[config.mk]
export PLATFORM = sky130hd
export DESIGN_NAME = longest_prefix_route_lookup_flat
export DESIGN_NICKNAME = d
export VERILOG_FILES = /design/src/rtl/core/lpr_pkg.sv /design/src/rtl/core/lpr_ifs.sv /design/src/rtl/core/lpr_front.sv /design/src/rtl/core/lpr_cmd_fifo.sv /design/src/rtl/core/lpr_back.sv /design/src/rtl/core/longest_prefix_route_lookup.sv /design/src/flat_wrapper.sv
export SDC_FILE = /design/constraint.sdc
export NUM_CORES = 2
export LEC_CHECK = 0
export BUFFER_PORTS_ARGS = -buffer_cell sky130_fd_sc_hd__buf_2
export CAP_MARGIN = 20
export CORE_ASPECT_RATIO = 0.6
export CORE_MARGIN = 1.5
export CORE_UTILIZATION = 55
export CTS_BUF_LIST = sky130_fd_sc_hd__clkbuf_8
export DETAILED_ROUTE_END_ITERATION = 10
export PLACE_DENSITY = 0.7
export SYNTH_ARGS = -nofsm -noshare
export SYNTH_HDL_FRONTEND = slang
export SYNTH_SLANG_ARGS = --single-unit
[constraint.sdc]
create_clock -name clk -period 15.87 [get_ports clk]
set_clock_uncertainty 0.1 [all_clocks]
set_input_delay 0.7935 -clock clk [delete_from_list [all_inputs] [get_ports clk]]
set_output_delay 0.7935 -clock clk [all_outputs]
set_load 0.02 [all_outputs]
[src/rtl/core/lpr_pkg.sv]
package lpr_pkg;

  localparam int LPR_ROUTES  = 16;
  localparam int LPR_PORTS   = 4;

  localparam int ACTION_W    = 2;
  localparam int SLOT_W      = 4;
  localparam int ADDR_W      = 32;
  localparam int PORT_W      = 2;

  // command queue between front and back
  localparam int LPR_QDEPTH  = 2;
  localparam int LPR_QPTR_W  = $clog2(LPR_QDEPTH);

  typedef enum logic [ACTION_W-1:0] {
    ACT_LOOKUP     = 2'd0,
    ACT_WRITE      = 2'd1,
    ACT_INVALIDATE = 2'd2
  } action_t;

  typedef enum logic [1:0] {
    CMD_NOP,
    CMD_LOOKUP,
    CMD_WRITE,
    CMD_INVAL
  } cmd_kind_t;

  typedef enum logic [1:0] {
    BK_IDLE,
    BK_SCAN,
    BK_LAST,
    BK_EMIT
  } back_state_t;

  // key carries the prefix on a write and the address on a lookup
  typedef struct packed {
    cmd_kind_t          kind;
    logic [SLOT_W-1:0]  slot;
    logic [ADDR_W-1:0]  key;
    logic [ADDR_W-1:0]  mask;
    logic [ADDR_W-1:0]  gateway;
    logic [PORT_W-1:0]  port;
  } cmd_t;

  typedef struct packed {
    logic [ADDR_W-1:0]  prefix;
    logic [ADDR_W-1:0]  mask;
    logic [ADDR_W-1:0]  gateway;
    logic [PORT_W-1:0]  port;
  } route_entry_t;

endpackage

[src/rtl/core/lpr_ifs.sv]
interface lpr_in_if;
  import lpr_pkg::*;

  logic              valid;
  logic              ready;
  logic [ACTION_W-1:0] action;
  logic [SLOT_W-1:0] entry_slot;
  logic [ADDR_W-1:0] prefix_value;
  logic [ADDR_W-1:0] prefix_mask;
  logic [ADDR_W-1:0] gateway_value;
  logic [PORT_W-1:0] port_value;
  logic [ADDR_W-1:0] lookup_address;

  modport source (
    output valid, action, entry_slot, prefix_value, prefix_mask,
           gateway_value, port_value, lookup_address,
    input  ready
  );

  modport sink (
    input  valid, action, entry_slot, prefix_value, prefix_mask,
           gateway_value, port_value, lookup_address,
    output ready
  );

endinterface

interface lpr_out_if;
  import lpr_pkg::*;

  logic              valid;
  logic              ready;
  logic              found;
  logic [ADDR_W-1:0] next_hop;
  logic [PORT_W-1:0] out_port;

  modport source (
    output valid, found, next_hop, out_port,
    input  ready
  );

  modport sink (
    input  valid, found, next_hop, out_port,
    output ready
  );

endinterface

[src/rtl/core/lpr_front.sv]
module lpr_front #(
  parameter int ROUTES = lpr_pkg::LPR_ROUTES,
  parameter int PORTS  = lpr_pkg::LPR_PORTS
) (
  lpr_in_if.sink         in_ch,
  output logic           push_valid,
  input  logic           push_ready,
  output lpr_pkg::cmd_t  push_cmd
);
  import lpr_pkg::*;

  logic              slot_ok;
  logic [PORT_W-1:0] port_sat;

  assign slot_ok  = ({{(32-SLOT_W){1'b0}}, in_ch.entry_slot} < 32'(ROUTES));
  assign port_sat = ({{(32-PORT_W){1'b0}}, in_ch.port_value} >= 32'(PORTS)) ?
                    PORT_W'(PORTS - 1) : in_ch.port_value;

  assign in_ch.ready = push_ready;
  assign push_valid  = in_ch.valid;

  always_comb begin
    push_cmd.slot    = in_ch.entry_slot;
    push_cmd.mask    = in_ch.prefix_mask;
    push_cmd.gateway = in_ch.gateway_value;
    push_cmd.port    = port_sat;
    push_cmd.key     = in_ch.prefix_value;
    case (in_ch.action)
      ACT_LOOKUP: begin
        push_cmd.kind = CMD_LOOKUP;
        push_cmd.key  = in_ch.lookup_address;
      end
      ACT_WRITE: begin
        push_cmd.kind = slot_ok ? CMD_WRITE : CMD_NOP;
      end
      ACT_INVALIDATE: begin
        push_cmd.kind = slot_ok ? CMD_INVAL : CMD_NOP;
      end
      default: begin
        push_cmd.kind = CMD_NOP;
      end
    endcase
  end

endmodule

[src/rtl/core/lpr_cmd_fifo.sv]
module lpr_cmd_fifo (
  input  logic           clk,
  input  logic           rst_n,
  input  logic           push_valid,
  output logic           push_ready,
  input  lpr_pkg::cmd_t  push_cmd,
  output logic           pop_valid,
  input  logic           pop_ready,
  output lpr_pkg::cmd_t  pop_cmd
);
  import lpr_pkg::*;

  cmd_t                  slots_r [LPR_QDEPTH];
  logic [LPR_QPTR_W-1:0] wr_ptr_r;
  logic [LPR_QPTR_W-1:0] rd_ptr_r;
  logic [LPR_QPTR_W:0]   count_r;
  logic                  do_push;
  logic                  do_pop;

  assign push_ready = (count_r != (LPR_QPTR_W+1)'(LPR_QDEPTH));
  assign pop_valid  = (count_r != '0);
  assign pop_cmd    = slots_r[rd_ptr_r];
  assign do_push    = push_valid && push_ready;
  assign do_pop     = pop_valid && pop_ready;

  always_ff @(posedge clk) begin
    if (!rst_n) begin
      wr_ptr_r <= '0;
      rd_ptr_r <= '0;
      count_r  <= '0;
    end else begin
      if (do_push) begin
        wr_ptr_r <= LPR_QPTR_W'(wr_ptr_r + 1'b1);
      end
      if (do_pop) begin
        rd_ptr_r <= LPR_QPTR_W'(rd_ptr_r + 1'b1);
      end
      if (do_push && !do_pop) begin
        count_r <= (LPR_QPTR_W+1)'(count_r + 1'b1);
      end else if (do_pop && !do_push) begin
        count_r <= (LPR_QPTR_W+1)'(count_r - 1'b1);
      end
    end
  end

  always_ff @(posedge clk) begin
    if (do_push) begin
      slots_r[wr_ptr_r] <= push_cmd;
    end
  end

endmodule

[src/rtl/core/lpr_back.sv]
module lpr_back #(
  parameter int ROUTES = lpr_pkg::LPR_ROUTES
) (
  input  logic           clk,
  input  logic           rst_n,
  input  logic           cmd_valid,
  output logic           cmd_ready,
  input  lpr_pkg::cmd_t  cmd,
  lpr_out_if.source      out_ch
);
  import lpr_pkg::*;

  localparam int IDX_W = $clog2(ROUTES);

  back_state_t       state_r, state_nxt;
  route_entry_t      table_mem [ROUTES];
  logic [ROUTES-1:0] valid_r;
  route_entry_t      rd_entry_r;
  logic              rd_vld_r;
  logic [IDX_W-1:0]  scan_idx_r;
  logic              cmp_en_r;
  logic [ADDR_W-1:0] addr_r;

  logic              best_hit_r, best_hit_nxt;
  logic [ADDR_W-1:0] best_mask_r, best_mask_nxt;
  logic [ADDR_W-1:0] best_gw_r, best_gw_nxt;
  logic [PORT_W-1:0] best_port_r, best_port_nxt;

  logic              out_valid_r;
  logic              out_found_r;
  logic [ADDR_W-1:0] out_hop_r;
  logic [PORT_W-1:0] out_port_r;

  logic              out_free;
  logic              pop;
  logic              start_scan;
  logic              tbl_we;
  logic              vld_clr;
  logic              load_zero;
  logic              load_best;
  logic              take;
  logic [IDX_W-1:0]  wr_idx;
  route_entry_t      wr_entry;

  assign out_free = !out_valid_r || out_ch.ready;
  assign wr_idx   = IDX_W'(cmd.slot);

  always_comb begin
    wr_entry.prefix  = cmd.key;
    wr_entry.mask    = cmd.mask;
    wr_entry.gateway = cmd.gateway;
    wr_entry.port    = cmd.port;
  end

  // next state
  always_comb begin
    state_nxt = state_r;
    case (state_r)
      BK_IDLE: begin
        if (cmd_valid && out_free && cmd.kind == CMD_LOOKUP) begin
          state_nxt = BK_SCAN;
        end
      end
      BK_SCAN: begin
        if (scan_idx_r == IDX_W'(ROUTES - 1)) begin
          state_nxt = BK_LAST;
        end
      end
      BK_LAST: begin
        state_nxt = out_free ? BK_IDLE : BK_EMIT;
      end
      BK_EMIT: begin
        if (out_free) begin
          state_nxt = BK_IDLE;
        end
      end
      default: begin
        state_nxt = BK_IDLE;
      end
    endcase
  end

  // control outputs
  always_comb begin
    pop        = 1'b0;
    start_scan = 1'b0;
    tbl_we     = 1'b0;
    vld_clr    = 1'b0;
    load_zero  = 1'b0;
    load_best  = 1'b0;
    case (state_r)
      BK_IDLE: begin
        pop = cmd_valid && out_free;
        if (pop) begin
          case (cmd.kind)
            CMD_LOOKUP: start_scan = 1'b1;
            CMD_WRITE: begin
              tbl_we    = 1'b1;
              load_zero = 1'b1;
            end
            CMD_INVAL: begin
              vld_clr   = 1'b1;
              load_zero = 1'b1;
            end
            default: load_zero = 1'b1;
          endcase
        end
      end
      BK_LAST: load_best = out_free;
      BK_EMIT: load_best = out_free;
      default: begin
      end
    endcase
  end

  assign cmd_ready = pop;

  // compare the entry read in the previous cycle against the running best
  always_comb begin
    take = cmp_en_r && rd_vld_r && ((addr_r & rd_entry_r.mask) == rd_entry_r.prefix) &&
           (!best_hit_r || (rd_entry_r.mask > best_mask_r));
    best_hit_nxt  = best_hit_r;
    best_mask_nxt = best_mask_r;
    best_gw_nxt   = best_gw_r;
    best_port_nxt = best_port_r;
    if (take) begin
      best_hit_nxt  = 1'b1;
      best_mask_nxt = rd_entry_r.mask;
      best_gw_nxt   = rd_entry_r.gateway;
      best_port_nxt = rd_entry_r.port;
    end
  end

  always_ff @(posedge clk) begin
    if (!rst_n) begin
      state_r     <= BK_IDLE;
      valid_r     <= '0;
      cmp_en_r    <= 1'b0;
      out_valid_r <= 1'b0;
    end else begin
      state_r  <= state_nxt;
      cmp_en_r <= (state_r == BK_SCAN);
      if (tbl_we) begin
        valid_r[wr_idx] <= 1'b1;
      end else if (vld_clr) begin
        valid_r[wr_idx] <= 1'b0;
      end
      if (load_zero || load_best) begin
        out_valid_r <= 1'b1;
      end else if (out_ch.ready) begin
        out_valid_r <= 1'b0;
      end
    end
  end

  // route table, one read per cycle during the scan
  always_ff @(posedge clk) begin
    if (tbl_we) begin
      table_mem[wr_idx] <= wr_entry;
    end
    rd_entry_r <= table_mem[scan_idx_r];
  end

  always_ff @(posedge clk) begin
    rd_vld_r <= valid_r[scan_idx_r];
    if (start_scan) begin
      scan_idx_r  <= '0;
      addr_r      <= cmd.key;
      best_hit_r  <= 1'b0;
      best_mask_r <= '0;
      best_gw_r   <= '0;
      best_port_r <= '0;
    end else begin
      if (state_r == BK_SCAN) begin
        scan_idx_r <= IDX_W'(scan_idx_r + 1'b1);
      end
      best_hit_r  <= best_hit_nxt;
      best_mask_r <= best_mask_nxt;
      best_gw_r   <= best_gw_nxt;
      best_port_r <= best_port_nxt;
    end
    if (load_zero) begin
      out_found_r <= 1'b0;
      out_hop_r   <= '0;
      out_port_r  <= '0;
    end else if (load_best) begin
      out_found_r <= best_hit_nxt;
      out_hop_r   <= best_hit_nxt ? best_gw_nxt : '0;
      out_port_r  <= best_hit_nxt ? best_port_nxt : '0;
    end
  end

  assign out_ch.valid    = out_valid_r;
  assign out_ch.found    = out_found_r;
  assign out_ch.next_hop = out_hop_r;
  assign out_ch.out_port = out_port_r;

endmodule

[src/rtl/core/longest_prefix_route_lookup.sv]
// longest-prefix route lookup over a table of ROUTES entries
// in_ch carries one command per transfer: lookup, write entry or invalidate
// entry; out_ch returns exactly one result per command, in command order
// (found, next_hop, out_port; all zero for writes, invalidates and misses)
// the front classifies commands and pushes them into a two-entry queue;
// the back executes them against a table memory with one read port
// a write or invalidate is executed when the back pops it from the queue: the
// back loads an all-zero result into its output register
// a lookup scans the table one entry per cycle through the memory read port,
// so it occupies the back through its scan and the final compare, and its
// best match is then loaded into the output register
// reset clears all entry valid bits, the queue and the output valid flag;
// entry contents are kept in memory and hold no reset value
// when the receiver stalls, the result waits in the output register and the
// back holds its next command; the queue keeps taking input until it is full
module longest_prefix_route_lookup #(
  parameter int ROUTES = lpr_pkg::LPR_ROUTES,
  parameter int PORTS  = lpr_pkg::LPR_PORTS
) (
  input  logic      clk,
  input  logic      rst_n,
  lpr_in_if.sink    in_ch,
  lpr_out_if.source out_ch
);
  import lpr_pkg::*;

  logic push_valid;
  logic push_ready;
  cmd_t push_cmd;
  logic pop_valid;
  logic pop_ready;
  cmd_t pop_cmd;

  lpr_front #(
    .ROUTES (ROUTES),
    .PORTS  (PORTS)
  ) u_front (
    .in_ch      (in_ch),
    .push_valid (push_valid),
    .push_ready (push_ready),
    .push_cmd   (push_cmd)
  );

  lpr_cmd_fifo u_fifo (
    .clk        (clk),
    .rst_n      (rst_n),
    .push_valid (push_valid),
    .push_ready (push_ready),
    .push_cmd   (push_cmd),
    .pop_valid  (pop_valid),
    .pop_ready  (pop_ready),
    .pop_cmd    (pop_cmd)
  );

  lpr_back #(
    .ROUTES (ROUTES)
  ) u_back (
    .clk       (clk),
    .rst_n     (rst_n),
    .cmd_valid (pop_valid),
    .cmd_ready (pop_ready),
    .cmd       (pop_cmd),
    .out_ch    (out_ch)
  );

endmodule

[src/flat_wrapper.sv]
// flat-port wrapper written by rule: the top's interface ports become plain ports
module longest_prefix_route_lookup_flat import lpr_pkg::*;
#(
  parameter int ROUTES = lpr_pkg::LPR_ROUTES,
  parameter int PORTS  = lpr_pkg::LPR_PORTS
)
  (clk, rst_n, in_ch_valid, in_ch_action, in_ch_entry_slot, in_ch_prefix_value, in_ch_prefix_mask, in_ch_gateway_value, in_ch_port_value, in_ch_lookup_address, in_ch_ready, out_ch_valid, out_ch_found, out_ch_next_hop, out_ch_out_port, out_ch_ready);
  lpr_in_if in_ch_i ();
  lpr_out_if out_ch_i ();
  input  logic clk;
  input  logic rst_n;
  input wire logic [$bits(in_ch_i.valid)-1:0] in_ch_valid;
  input wire logic [$bits(in_ch_i.action)-1:0] in_ch_action;
  input wire logic [$bits(in_ch_i.entry_slot)-1:0] in_ch_entry_slot;
  input wire logic [$bits(in_ch_i.prefix_value)-1:0] in_ch_prefix_value;
  input wire logic [$bits(in_ch_i.prefix_mask)-1:0] in_ch_prefix_mask;
  input wire logic [$bits(in_ch_i.gateway_value)-1:0] in_ch_gateway_value;
  input wire logic [$bits(in_ch_i.port_value)-1:0] in_ch_port_value;
  input wire logic [$bits(in_ch_i.lookup_address)-1:0] in_ch_lookup_address;
  output wire logic [$bits(in_ch_i.ready)-1:0] in_ch_ready;
  output wire logic [$bits(out_ch_i.valid)-1:0] out_ch_valid;
  output wire logic [$bits(out_ch_i.found)-1:0] out_ch_found;
  output wire logic [$bits(out_ch_i.next_hop)-1:0] out_ch_next_hop;
  output wire logic [$bits(out_ch_i.out_port)-1:0] out_ch_out_port;
  input wire logic [$bits(out_ch_i.ready)-1:0] out_ch_ready;
  assign in_ch_i.valid = in_ch_valid;
  assign in_ch_i.action = in_ch_action;
  assign in_ch_i.entry_slot = in_ch_entry_slot;
  assign in_ch_i.prefix_value = in_ch_prefix_value;
  assign in_ch_i.prefix_mask = in_ch_prefix_mask;
  assign in_ch_i.gateway_value = in_ch_gateway_value;
  assign in_ch_i.port_value = in_ch_port_value;
  assign in_ch_i.lookup_address = in_ch_lookup_address;
  assign in_ch_ready = in_ch_i.ready;
  assign out_ch_valid = out_ch_i.valid;
  assign out_ch_found = out_ch_i.found;
  assign out_ch_next_hop = out_ch_i.next_hop;
  assign out_ch_out_port = out_ch_i.out_port;
  assign out_ch_i.ready = out_ch_ready;
  longest_prefix_route_lookup #(.ROUTES(ROUTES), .PORTS(PORTS)) u_core (.clk(clk), .rst_n(rst_n), .in_ch(in_ch_i), .out_ch(out_ch_i));
endmodule
---- After elaboration in Yosys (flattened, before gate mapping) ----
Memory sizes are Yosys's and may differ from the RTL's. A register that Yosys moved wholly into a read port is not among the register bits.
Index checks and enable logic that the tools add are counted.
storage, ports and cells
  flip-flop bits (word level) ............. 163
  RAM bits ................................ 1776
  output and inout bits ................... 37
  logic and storage cells ................. 113
  memories ................................ 2
cells by class
  $add $sub $neg .......................... 5
  $lt $le $gt $ge ......................... 4
  eq/ne operators ......................... 14
  muxes and demuxes ....................... 42
  bitwise operators ....................... 4
  reductions and logical operators ........ 25
memories
  name                     words  width  read ports  clocked after memory_dff  write ports  RTL line            source
  u_core.u_back.table_mem  16     98     1           1                         1            lpr_back.sv:16      route_entry_t table_mem [ROUTES];
  u_core.u_fifo.slots_r    2      104    1           1                         1            lpr_cmd_fifo.sv:13  cmd_t slots_r [LPR_QDEPTH];
operator list
  kind                                                                          count
  32-bit two-way mux                                                            3
  32-bit bitwise AND                                                            1
  32-bit equality test                                                          1
  32-bit greater-than comparator                                                1
  16-bit two-way mux                                                            2
  1-bit two-way mux                                                             25
  16-bit bitwise AND                                                            1
  2-bit two-way mux                                                             8
  16-bit NOT                                                                    1
  16-bit OR                                                                     1
  2-bit equality test, second input constant                                    5
  1-bit logical AND                                                             10
  4-bit by 5-bit less-than comparator with 1-bit output, second input constant  2
  2-bit != test, second input constant                                          4
  2-bit case mux with 4 select lines                                            1
  2-bit nonzero test                                                            4
  2-bit by 1-bit equality test with 1-bit output, second input constant         3
  2-bit case mux with 3 select lines                                            1
  4-bit by 1-bit adder with 4-bit output, second input constant                 1
  1-bit binary-select mux with 4-bit select                                     1
  1-bit demux with 4-bit select                                                 1
  4-bit equality test, second input constant                                    1
  4-bit by 1-bit >= comparator with 1-bit output, second input constant         1
  1-bit logical NOT                                                             4
  other kinds (7)                                                               11

---- Longest topological paths before layout ----
  depth in word-level cells ............... 8
  depth in mapped cells ................... 11
  mapped depth without buffers ............ 9

---- By module ----
A second synthesis with hierarchy kept.
unflattened totals
  cells, all modules ...................... 3422
  area, all modules ....................... 76552.2 sq um
modules (own cells, without submodules)
  module        instances  cells an instance  area an instance (sq um)  seq. area each (sq um)
  lpr_back      1          2960               67417.2                   52550.4
  lpr_cmd_fifo  1          348                7998.9                    6346.1
  lpr_front     1          114                1136.1                    0.0

---- Least setup slack after synthesis ----
No wires, ideal clock.
  path type ............................... input port to flip-flop
  start ................................... in out_ch_ready
  end ..................................... mem u_core.u_back.table_mem[0][0] (netlist bit), enable pin
  data arrival time ....................... 6.080 ns
  required time ........................... 15.214 ns
  path slack .............................. 9.134 ns
  cell stages on the path ................. 6
  buffers on the path ..................... 1
  path through ............................ nor2b_1 -> or4_1 -> clkbuf_1 -> nor2_1 -> o21ai_1 -> nor2_1
between the ends
  longest elaborated chain between the ends .. 6
RTL lines
  what                                     RTL line            source
  start: declaration                       flat_wrapper.sv:25  input wire logic [$bits(out_ch_i.ready)-1:0] out_ch_ready;
  1-bit logical OR                         lpr_back.sv:45      assign out_free = !out_valid_r || out_ch.ready;
  1-bit logical AND                        lpr_back.sv:93      pop = cmd_valid && out_free;
  1-bit two-way mux                        lpr_back.sv:94      if (pop) begin
  1-bit two-way mux                        lpr_back.sv:91      case (state_r)
  1-bit two-way mux                        lpr_back.sv:158     if (tbl_we) begin
  1-bit two-way mux (not written as such)  lpr_back.sv:159     table_mem[wr_idx] <= wr_entry;
  end: declaration                         lpr_back.sv:16
Every way passes these cells.

==> impl_metrics.env <==
export IMPL_dr_first_iter_drc_count=4122
export IMPL_rows=105
export IMPL_htree_levels=5
export IMPL_dr_total_vias=35400
export IMPL_rsz0062_at_grt="false"
export IMPL_finalWirelength_mm=166
export IMPL_cp_max_fo=49
export IMPL_cts_setup_buffers=0
export IMPL_syn_avg_cell_area_um2=22.5
export IMPL_viasPerCell=6.01
export IMPL_clk_latency_ps=980
export IMPL_slowest_stage="nor2_4"
export IMPL_path_clk_slew_ps=70
export IMPL_synth_seq_cells=2038
export IMPL_root_buffer="clkbuf_8"
export IMPL_dr_pass1_iters=5
export IMPL_core_area_um2=137000
export IMPL_numCtsBuffers=298
export IMPL_syn_inst=3359
export IMPL_synthToLayoutAreaGrowth_pct=12.8
export IMPL_die_area_um2=140000
export IMPL_cts_tree="yes"
export IMPL_grt_max_degree=100
export IMPL_portBuffers=176
export IMPL_place_area_um2=78800
export IMPL_gp_congestion=0.827
export IMPL_min_from="in_ch_prefix_value[23]"
export IMPL_seq_power_share_pct=50.8
export IMPL_fin_setup_tns_ps=0
export IMPL_period_share_pct=32.2
export IMPL_critical_path_most_common_cell="buf_4"
export IMPL_grt_pass1_wl_mm=243
export IMPL_internal_power_mw=9.66
export IMPL_nets=4024
export IMPL_stdcell_area_um2=85300
export IMPL_mostFrequentLayoutCell="edfxtp_1"
export IMPL_combPwrFrac_pct=20.3
export IMPL_die_w_um=481
export IMPL_ff_latch_area_um2=58900
export IMPL_worst_slew_pin_slew_ps=1110
export IMPL_ys_seq_area_share_pct=78.0
export IMPL_crit_arrival_ps=5550
export IMPL_grt_overflow_total=0
export IMPL_netlist_area_um2=75500
export IMPL_cts_buffer_depth=4
export IMPL_synthFlopType="edfxtp_1"
export IMPL_most_common_layout_cells="edfxtp_1, mux4_2, clkbuf_8"
export IMPL_yosys_warnings=0
export IMPL_hold_viol=0
export IMPL_async_flop_share_pct=0
export IMPL_multi_input_area_um2=16100
export IMPL_switchingPower_mw=3.74
export IMPL_ys_types=50
export IMPL_ir_drop_mv=0.113
export IMPL_p_per_area_nw_per_um2=157
export IMPL_worstHoldPathType="primary input to flip-flop"
export IMPL_pin_count=177
export IMPL_crit_path_max_incr_delay_ps=820
export IMPL_synth_edf_count=1808
export IMPL_grt_pass1_vias=36000
export IMPL_finalPower_mw=13.4
export IMPL_final_max_slew_viol_count=0
export IMPL_drive_gt1_share_pct=30.9
export IMPL_grt_usage_pct=24.2
export IMPL_crit_path_end_kind="flip-flop"
export IMPL_clock_sinks=2038
export IMPL_post_dp_hpwl_mm=94.8
export IMPL_p_leak_nw=27.9
export IMPL_antenna_found_initial=9
export IMPL_finalSetupViolations=0
export IMPL_drt_antenna_violating_nets=0
export IMPL_drv_cap=0
export IMPL_sw_frac_of_total_pct=27.9
export IMPL_yosysTopAreaCell="edfxtp_1"
export IMPL_fmax_ghz=0.196
export IMPL_critPathLaunchType="flip-flop"
export IMPL_cp_required_ps=16300
export IMPL_p_clk_share_pct=28.9
export IMPL_path_cells="buf_4 > mux2i_1 > nor2_1 > nand2_1 > nor2_4 > buf_4 > buf_4"
export IMPL_synth_top_area_share_pct=71.9
export IMPL_hold_slack_ps=78.0
export IMPL_drc_errors=0
export IMPL_cts_resized_gates=0
export IMPL_start_util_pct=55.3
export IMPL_status="complete, no violations"
export IMPL_maxSlewHeadroom_pct=25.8
export IMPL_criticalPathCategory="flip-flop to flip-flop"
export IMPL_synth_fp_nets=3535
export IMPL_min_period_ps=5110
export IMPL_avgRoutedWirePerCell_um=28.1
export IMPL_hold_buffers=102
export IMPL_fill_cells=9178
export IMPL_die_height_um=290
export IMPL_synth_area_top_cells="edfxtp_1, mux4_2, dfxtp_1"
==> critical path, delay by kind of cell (launching register included) <==
family | cells | cell delay (ps)
multiplexers | 1 | 210
flip-flops | 1 | 600
AND/OR/NAND/NOR | 3 | 1580
buffers and inverters | 3 | 2040
==> logic make-up (layout without fill, tap and decap cells) <==
family	Yosys count	count (layout)	synth area share (%)
flops	2038	2038	78.0
mux	701	701	17.7
simple gates	264	264	1.60
buf+inv	190	900	0.985
compound gates	105	105	0.871
fa+ha+maj	36	36	0.596
xor+xnor	25	25	0.290
other cells	0	3	0
==> stage by stage <==
step	setup slack, ps	cells	utilization (%)
5_1_grt	10430	5889	62.5
2_1_floorplan	9130	3359	-
3_5_place_dp	10620	5265	57.7
4_1_cts	10640	5888	62.5
6_report	10760	5891	62.5
3_3_place_gp	10690	5264	57.7
==> synth_stat cells (all sizes together) (4+ instances only) <==
library cell,instances
edfxtp,1808
mux4,495
dfxtp,230
mux2,130
clkbuf,104
nor2,93
nand2,88
mux2i,76
buf,47
o21ai,40
inv,39
ha,36
nor2b,22
a21oi,18
xor2,18
a21boi,13
nand3,12
nand4,10
and2,9
and3,8
nand2b,7
xnor2,7
a21o,5
o21a,5
o22ai,5
and4,4
==> layout make-up <==
| cell class | instances | share of cell area, % |
|---|---|---|
| antenna | 3 | 0.00881 |
| clock buffer | 323 | 5.21 |
| clock inverter | 198 | 1.13 |
| inverter | 39 | 0.172 |
| multi-input combinational | 1131 | 18.8 |
| sequential | 2038 | 69.1 |
| tap | 1819 | 2.67 |
| timing repair buffer | 340 | 2.85 |
==> power groups by stage <==
stage / sequential (mW) / clock (mW) / combinational, mW
3_3_place_gp: 6.92 / 0 / 2.69
3_5_place_dp: 6.92 / 0 / 2.72
4_1_cts: 6.81 / 3.95 / 2.75
6_report: 6.81 / 3.87 / 2.72
2_1_floorplan: 6.75 / 0 / 1.89
5_1_grt: 6.84 / 4.18 / 2.93
==> worst paths after layout <==
kind | to | slack, ps | cells past startpoint
setup / recovery | u_core.u_back.table_mem[7][53] | 10760 | 7
hold / removal | u_core.u_fifo.slots_r[1][89] | 80 | 2
setup reg to reg | u_core.u_back.table_mem[7][53] | 10760 | 7
hold reg to reg | u_core.u_back.out_ch.next_hop[23] | 350 | 2
==> state kept, by name, indices dropped and copies added (netlist names), 2 cells and up, named ones only <==
signal and cells:
u_core.u_fifo.count_r 2, u_core.u_back.out_ch.next_hop 32, u_core.u_back.best_mask_r 32, u_core.u_back.rd_entry_r 98
u_core.u_back.best_port_r 2, u_core.u_back.scan_idx_r 4, u_core.u_back.table_mem 1568, u_core.u_fifo.slots_r 208
u_core.u_back.best_gw_r 32, u_core.u_back.addr_r 32, u_core.u_back.out_ch.out_port 2, u_core.u_back.state_r 2
==> metal layers <==
metal  part of all wire, %  global-route usage (%)
met2                    44                    33.4
met5                 0.017                       0
met1                    44                    38.0
met4                   1.8                    6.14
met3                    10                    7.05
No activity file was read; power rests on OpenSTA's default activity.
